<file path="src/rtl/qsa_pkg.sv">
// Types, constants and helpers shared by the quadrature setpoint adjuster.
package qsa_pkg;

	localparam int WeightW = 16;
	localparam int CfgIdxW = 2;

	localparam logic [CfgIdxW-1:0] REG_WEIGHT_STEP = 2'd0;
	localparam logic [CfgIdxW-1:0] REG_MIN_TARGET  = 2'd1;
	localparam logic [CfgIdxW-1:0] REG_MAX_TARGET  = 2'd2;

	localparam logic [WeightW-1:0] WEIGHT_STEP_RST = 16'd10;
	localparam logic [WeightW-1:0] MIN_TARGET_RST  = 16'd0;
	localparam logic [WeightW-1:0] MAX_TARGET_RST  = 16'hFFFF;

	localparam logic [1:0] PHASE_00 = 2'b00;
	localparam logic [1:0] PHASE_01 = 2'b01;
	localparam logic [1:0] PHASE_11 = 2'b11;
	localparam logic [1:0] PHASE_10 = 2'b10;

	localparam logic signed [3:0] SUB_DETENT = 4'sd4;

	localparam logic signed [1:0] DETENT_NONE = 2'sd0;
	localparam logic signed [1:0] DETENT_FWD  = 2'sd1;
	localparam logic signed [1:0] DETENT_BACK = -2'sd1;

	typedef struct packed {
		logic               mode;
		logic               clk_level;
		logic               dt_level;
		logic               is_idle;
		logic [WeightW-1:0] load_value;
	} qsa_item_t;

	typedef struct packed {
		logic [WeightW-1:0] weight_step;
		logic [WeightW-1:0] min_target;
		logic [WeightW-1:0] max_target;
	} qsa_cfg_t;

	typedef struct packed {
		logic [WeightW-1:0] target_weight;
		logic signed [1:0]  detent_step;
	} qsa_result_t;

	// forward Gray sequence 00 -> 01 -> 11 -> 10 -> 00
	function automatic logic [1:0] next_fwd(input logic [1:0] ph);
		logic [1:0] nx;
		case (ph)
			PHASE_00: nx = PHASE_01;
			PHASE_01: nx = PHASE_11;
			PHASE_11: nx = PHASE_10;
			default:  nx = PHASE_00;
		endcase
		return nx;
	endfunction

endpackage

</file>
<file path="src/rtl/quadrature_setpoint_adjuster.sv">
// Top level: stream ports, config registers, input and result registers.
// A request is held in the input register, then in the result register.
// One request per cycle unless stalled: the input stage drains into the
// result register whenever that register is empty or being taken downstream.
// Reset (arst_n low, asynchronous): both stages empty, encoder state and
// setpoint zero, weight_step 10, min_target 0, max_target 65535.
module quadrature_setpoint_adjuster import qsa_pkg::*; (
	input  logic                clk,
	input  logic                arst_n,
	input  logic                s_axis_tvalid,
	output logic                s_axis_tready,
	input  logic [23:0]         s_axis_tdata,  // clk_level, dt_level, is_idle, load_value[15:0], pad
	input  logic                s_axis_tuser,  // mode
	output logic                m_axis_tvalid,
	input  logic                m_axis_tready,
	output logic [23:0]         m_axis_tdata,  // target_weight[15:0], detent_step[1:0], pad
	input  logic                cfg_valid,
	output logic                cfg_ready,
	input  logic [CfgIdxW-1:0]  cfg_index,
	input  logic [WeightW-1:0]  cfg_data
);

	qsa_cfg_t    cfg_q;
	qsa_item_t   item_s1;
	logic        valid_s1;
	qsa_result_t res_q;
	qsa_result_t res_d;
	logic        out_valid_q;
	logic        in_fire, advance;

	assign cfg_ready     = 1'b1;
	assign advance       = valid_s1 && (!out_valid_q || m_axis_tready);
	assign s_axis_tready = !valid_s1 || advance;
	assign in_fire       = s_axis_tvalid && s_axis_tready;

	always_ff @(posedge clk or negedge arst_n) begin
		if (!arst_n) begin
			cfg_q.weight_step <= WEIGHT_STEP_RST;
			cfg_q.min_target  <= MIN_TARGET_RST;
			cfg_q.max_target  <= MAX_TARGET_RST;
		end else if (cfg_valid) begin
			unique case (cfg_index)
				REG_WEIGHT_STEP: cfg_q.weight_step <= cfg_data;
				REG_MIN_TARGET:  cfg_q.min_target  <= cfg_data;
				REG_MAX_TARGET:  cfg_q.max_target  <= cfg_data;
				default: ;
			endcase
		end
	end

	always_ff @(posedge clk or negedge arst_n) begin
		if (!arst_n) begin
			valid_s1 <= 1'b0;
		end else if (in_fire) begin
			valid_s1 <= 1'b1;
		end else if (advance) begin
			valid_s1 <= 1'b0;
		end
	end

	always_ff @(posedge clk) begin
		if (in_fire) begin
			item_s1.mode       <= s_axis_tuser;
			item_s1.clk_level  <= s_axis_tdata[0];
			item_s1.dt_level   <= s_axis_tdata[1];
			item_s1.is_idle    <= s_axis_tdata[2];
			item_s1.load_value <= s_axis_tdata[18:3];
		end
	end

	qsa_core u_core (
		.clk    (clk),
		.arst_n (arst_n),
		.fire   (advance),
		.item   (item_s1),
		.cfg    (cfg_q),
		.result (res_d)
	);

	always_ff @(posedge clk or negedge arst_n) begin
		if (!arst_n) begin
			out_valid_q <= 1'b0;
		end else if (advance) begin
			out_valid_q <= 1'b1;
		end else if (m_axis_tready) begin
			out_valid_q <= 1'b0;
		end
	end

	always_ff @(posedge clk) begin
		if (advance) begin
			res_q <= res_d;
		end
	end

	assign m_axis_tvalid = out_valid_q;
	assign m_axis_tdata  = {6'b0, res_q.detent_step, res_q.target_weight};

endmodule

</file>
<file path="src/rtl/qsa_core.sv">
// Encoder state, detent detection, clamped detent update and direct load of the setpoint for one request.
module qsa_core import qsa_pkg::*; (
	input  logic        clk,
	input  logic        arst_n,
	input  logic        fire,
	input  qsa_item_t   item,
	input  qsa_cfg_t    cfg,
	output qsa_result_t result
);

	logic [1:0]         last_phase_q, last_phase_d;
	logic signed [3:0]  sub_steps_q, sub_steps_d;
	logic [WeightW-1:0] setpoint_q, setpoint_d;

	logic [1:0]               phase;
	logic                     fwd, bwd;
	logic signed [3:0]        sub_sum;
	logic signed [1:0]        detent;
	logic signed [WeightW+1:0] nt, min_x, max_x, step_x;

	always_comb begin
		phase   = {item.clk_level, item.dt_level};
		fwd     = (next_fwd(last_phase_q) == phase);
		bwd     = (next_fwd(phase) == last_phase_q);
		sub_sum = sub_steps_q + (fwd ? 4'sd1 : (bwd ? -4'sd1 : 4'sd0));
		step_x  = $signed({2'b00, cfg.weight_step});
		min_x   = $signed({2'b00, cfg.min_target});
		max_x   = $signed({2'b00, cfg.max_target});

		last_phase_d = last_phase_q;
		sub_steps_d  = sub_steps_q;
		setpoint_d   = setpoint_q;
		detent       = DETENT_NONE;
		nt           = $signed({2'b00, setpoint_q});

		if (item.mode) begin
			setpoint_d = item.load_value;
		end else begin
			last_phase_d = phase;
			sub_steps_d  = sub_sum;
			if (sub_sum >= SUB_DETENT) begin
				detent      = DETENT_FWD;
				sub_steps_d = 4'sd0;
			end else if (sub_sum <= -SUB_DETENT) begin
				detent      = DETENT_BACK;
				sub_steps_d = 4'sd0;
			end
			if (detent == DETENT_FWD) begin
				nt = $signed({2'b00, setpoint_q}) + step_x;
			end else begin
				nt = $signed({2'b00, setpoint_q}) - step_x;
			end
			if (detent != DETENT_NONE && item.is_idle) begin
				if (nt < min_x) begin
					setpoint_d = cfg.min_target;
				end else if (nt > max_x) begin
					setpoint_d = cfg.max_target;
				end else begin
					setpoint_d = nt[WeightW-1:0];
				end
			end
		end

		result.target_weight = setpoint_d;
		result.detent_step   = detent;
	end

	always_ff @(posedge clk or negedge arst_n) begin
		if (!arst_n) begin
			last_phase_q <= PHASE_00;
			sub_steps_q  <= 4'sd0;
			setpoint_q   <= '0;
		end else if (fire) begin
			last_phase_q <= last_phase_d;
			sub_steps_q  <= sub_steps_d;
			setpoint_q   <= setpoint_d;
		end
	end

endmodule

</file>
<file path="config.mk">
export PLATFORM = sky130hd
export DESIGN_NAME = quadrature_setpoint_adjuster
export DESIGN_NICKNAME = d
export VERILOG_FILES = /design/src/rtl/qsa_pkg.sv /design/src/rtl/quadrature_setpoint_adjuster.sv /design/src/rtl/qsa_core.sv
export SDC_FILE = /design/constraint.sdc
export NUM_CORES = 1
export LEC_CHECK = 0
export BUFFER_PORTS_ARGS = -buffer_cell sky130_fd_sc_hd__clkbuf_2
export CORE_MARGIN = 1.5
export CORE_UTILIZATION = 45
export CTS_BUF_LIST = sky130_fd_sc_hd__clkbuf_4 sky130_fd_sc_hd__clkbuf_8
export CTS_CLUSTER_SIZE = 10
export DETAILED_ROUTE_END_ITERATION = 10
export SYNTH_ARGS = -nofsm -noshare
export SYNTH_HDL_FRONTEND = slang
export SYNTH_SLANG_ARGS = --single-unit
</file>
<file path="constraint.sdc">
create_clock -name clk -period 6.9 [get_ports clk]
set_input_delay 0.69 -clock clk [delete_from_list [all_inputs] [get_ports clk]]
set_output_delay 0.69 -clock clk [all_outputs]
set_load 0.03 [all_outputs]
</file>
==> results.tsv <==
metric	value	unit
antenna cell count	0	
EDFF count, synth	38	
DRT antenna net count	0	
Post-Route Setup TNS	0	ns
main flop type after synthesis	dfrtp_1	
status	complete, no violations	
area of the mapped netlist	7300	sq um
Least-Margin Pin Slew	0.985	ns
GR Overflow Total	0	
H-Tree Depth	3	
final hold vios	0	
gr usage total	24.3	%
drc violations	0	
CTS tree	built	
min Tclk post-route	6.09	ns
Max clock buf depth	2	
initial antenna violation count	0	
Setup Fix Bufs, Post-CTS	0	
share of cells above drive strength 1	20.4	%
RSZ-0062 raised after global routing	no	
Worst-path clk slew	0.11	ns
CP max FO	10	
vias in the first global route	5779	
crit start category	flip-flop	
largest net degree at the start of global routing	73	
Final HPWL DP	14900	microns
post-CTS sizing	0	
gp weighted congestion	0.876	
drt pass-1 iters	6	
area leader, netlist	dfrtp_1	
post-synth cell types	77	
nets	911	
min-delay worst type	input pin to async pin	
die area	17000	sq um
multi-input logic area	3920	sq um
top-area cell type share of the netlist area	18.5	%
Ports	75	
ys async rst share	65.5	%
Place WS	0.902	ns
Row Count	46	
fill count	1523	
syn_area_per_cell	9.88	sq um
max-slew violations	0	
CP Capture Type	flip-flop	
yosys warns	0	
Max Fclk	164	MHz
Worst Path Required	7.23	ns
Clock Sinks	110	
Chip Height	130	microns
Core Util, Final	50.5	%
first-pass GRT wire length	31000	microns
wirelength, routed	19600	microns
core area	15900	sq um
detailed-route via count	5831	
Synth Register Bits	110	
final setup fails	0	
Root Buffer	clkbuf_8	
max_slew headroom	34.4	%
fin crit share	88.3	%
Seq/Total Area, Yosys	40.6	%
hold_buf cts	0	
I/O Buffers	62	
Die W	130	microns
CTS buffer count	9	
Starting Density	46.0	%
CP Class	flip-flop to flip-flop	
later-pin clock latency in the skew report	0.40	ns
Mapped Cells	739	
Iteration-0 DRC Markers	374	
Worst Skew	0.0191	ns
Final WS setup	0.810	ns
average vias per placed instance	5.74	
largest cells by area after synthesis	dfrtp_1 (18%), edfxtp_1 (16%), ha_1 (11%)	
CP Data Arrival Time	6.42	ns
routed len/inst	19.3	microns
Area growth, synth to finish	9.78	%
maxcap violations	0	
Sequential Area	2970	sq um
state kept, by name, indices dropped and copies added, names as in the netlist:
name and cells:
item_s1 20, cfg_q 48, u_core.sub_steps_q 4, m_axis_tvalid 1
u_core.last_phase_q 2, u_core.setpoint_q 16, m_axis_tdata 18, valid_s1 1
cells in the mapped netlist, types with 3 or more instances:
master     instances
nand3_1            6
a311oi_1           3
nand2_1           63
xor2_1             3
o21ai_0           38
mux2i_1            7
buf_2             10
a2bb2oi_1          3
a221oi_1           5
o21a_1             8
or3_1              5
nor2b_1            9
nor3_1             6
nand2b_1          10
o21bai_1           4
dfrtp_1           54
ha_1              66
fa_1               3
o31ai_1           13
clkbuf_1          14
o221ai_1           3
inv_1             72
mux2_2            36
nor2_1            48
edfxtp_1          38
dfstp_2           18
nand3b_1           4
a21o_1            11
or2_1              3
a211o_1            3
and3_1            10
a211oi_1           8
a21oi_1           48
a31oi_1            8
buf_4              8
o21ai_1           10
nand4_1            6
o22ai_1            7
xnor2_1           14
o31a_1             4
cells in the final DEF (no fill, tap or decap), types with 9 or more instances in the layout:
cell type  Yosys  final
clkbuf_8       0      9
buf_4          8     10
o21ai_1       10     10
a21o_1        11     11
edfxtp_1      38     38
dfstp_2       18     18
and3_1        10     10
mux2_2        36     36
xnor2_1       14     14
nand2_1       63     63
a21oi_1       48     48
nor2b_1        9      9
ha_1          66     66
nor2_1        48     48
o31ai_1       13     13
o21ai_0       38     38
dfrtp_1       54     54
inv_1         72     72
nand2b_1      10     10
clkbuf_2       0     61
worst paths after layout:
| check | cells after the start | slack, ns | end | from |
|---|---|---|---|---|
| worst max-delay path | 23 | 0.81 | u_core.setpoint_q[13] | item_s1[17] |
| worst min-delay path | 1 | 0.43 | cfg_q[32] | arst_n |
| worst max register to register | 23 | 0.81 | u_core.setpoint_q[13] | item_s1[17] |
| worst min register to register | 1 | 0.50 | m_axis_tvalid | valid_s1 |
| max in group asynchronous | 1 | 5.85 | cfg_q[31] | arst_n |
| min in group clk | 1 | 0.45 | item_s1[8] | s_axis_tdata[11] |
cell type report:
type / count / area share (%)
inverter: 74 / 3.46
multi-input combinational: 528 / 48.9
sequential: 110 / 37.0
tap: 216 / 3.37
clock buffer: 10 / 1.64
timing repair buffer: 71 / 4.74
clock inverter: 6 / 0.889
layer usage:
layer | up-vias | global-route usage (%) | share of wire, % | routed length, microns
met4 | 0 | 9.89 | 3.3 | 651
met3 | 36 | 4.80 | 3.9 | 767
li1 | 2750 | - | - | -
met5 | - | 0 | 0 | 0
met1 | 2907 | 29.9 | 43 | 8390
met2 | 138 | 41.9 | 50 | 9740
worst max-delay path, stage by stage, from the launching register on:
cell and delay, ns:
edfxtp_1 0.43, xor2_1 0.31, nor2_4 0.11, inv_1 0.12, nand2_1 0.07, ha_1 0.19
a21o_1 0.18, a21oi_1 0.25, xnor3_2 0.42, nor2_2 0.43, a211oi_1 0.12, or4_1 0.53
nand2_1 0.12, ha_1 0.25, nand4_1 0.13, nor2_1 0.07, a211o_1 0.31, or4_4 0.58
a2bb2oi_4 0.26, buf_4 0.21, o22ai_1 0.08, or3_1 0.35, o32ai_2 0.32, mux2_1 0.18
per-stage QoR:
step / hold WS (ns) / area [sq um] / std cells
6_report: 0.432 / 8020 / 1015
5_1_grt: 0.423 / 8020 / 1015
4_1_cts: 0.440 / 8020 / 1015
3_5_place_dp: 0.480 / 7820 / 999
3_3_place_gp: 0.473 / 7820 / 999
2_1_floorplan: 0.394 / 7320 / 744
cells by family after synthesis:
kind of cell	share of synthesized area [%]
and+or+nand+nor	12.0
AOI/OAI and AO/OA	19.8
xor gates and xnor gates	2.69
buffers and inverters	6.03
muxes	6.66
DFF	40.6
other	0.103
adders and majority gates	12.1
Power is left out: the tool's default activity adds up to more than one toggle a clock period on the data nets, which glitch-free logic cannot reach.
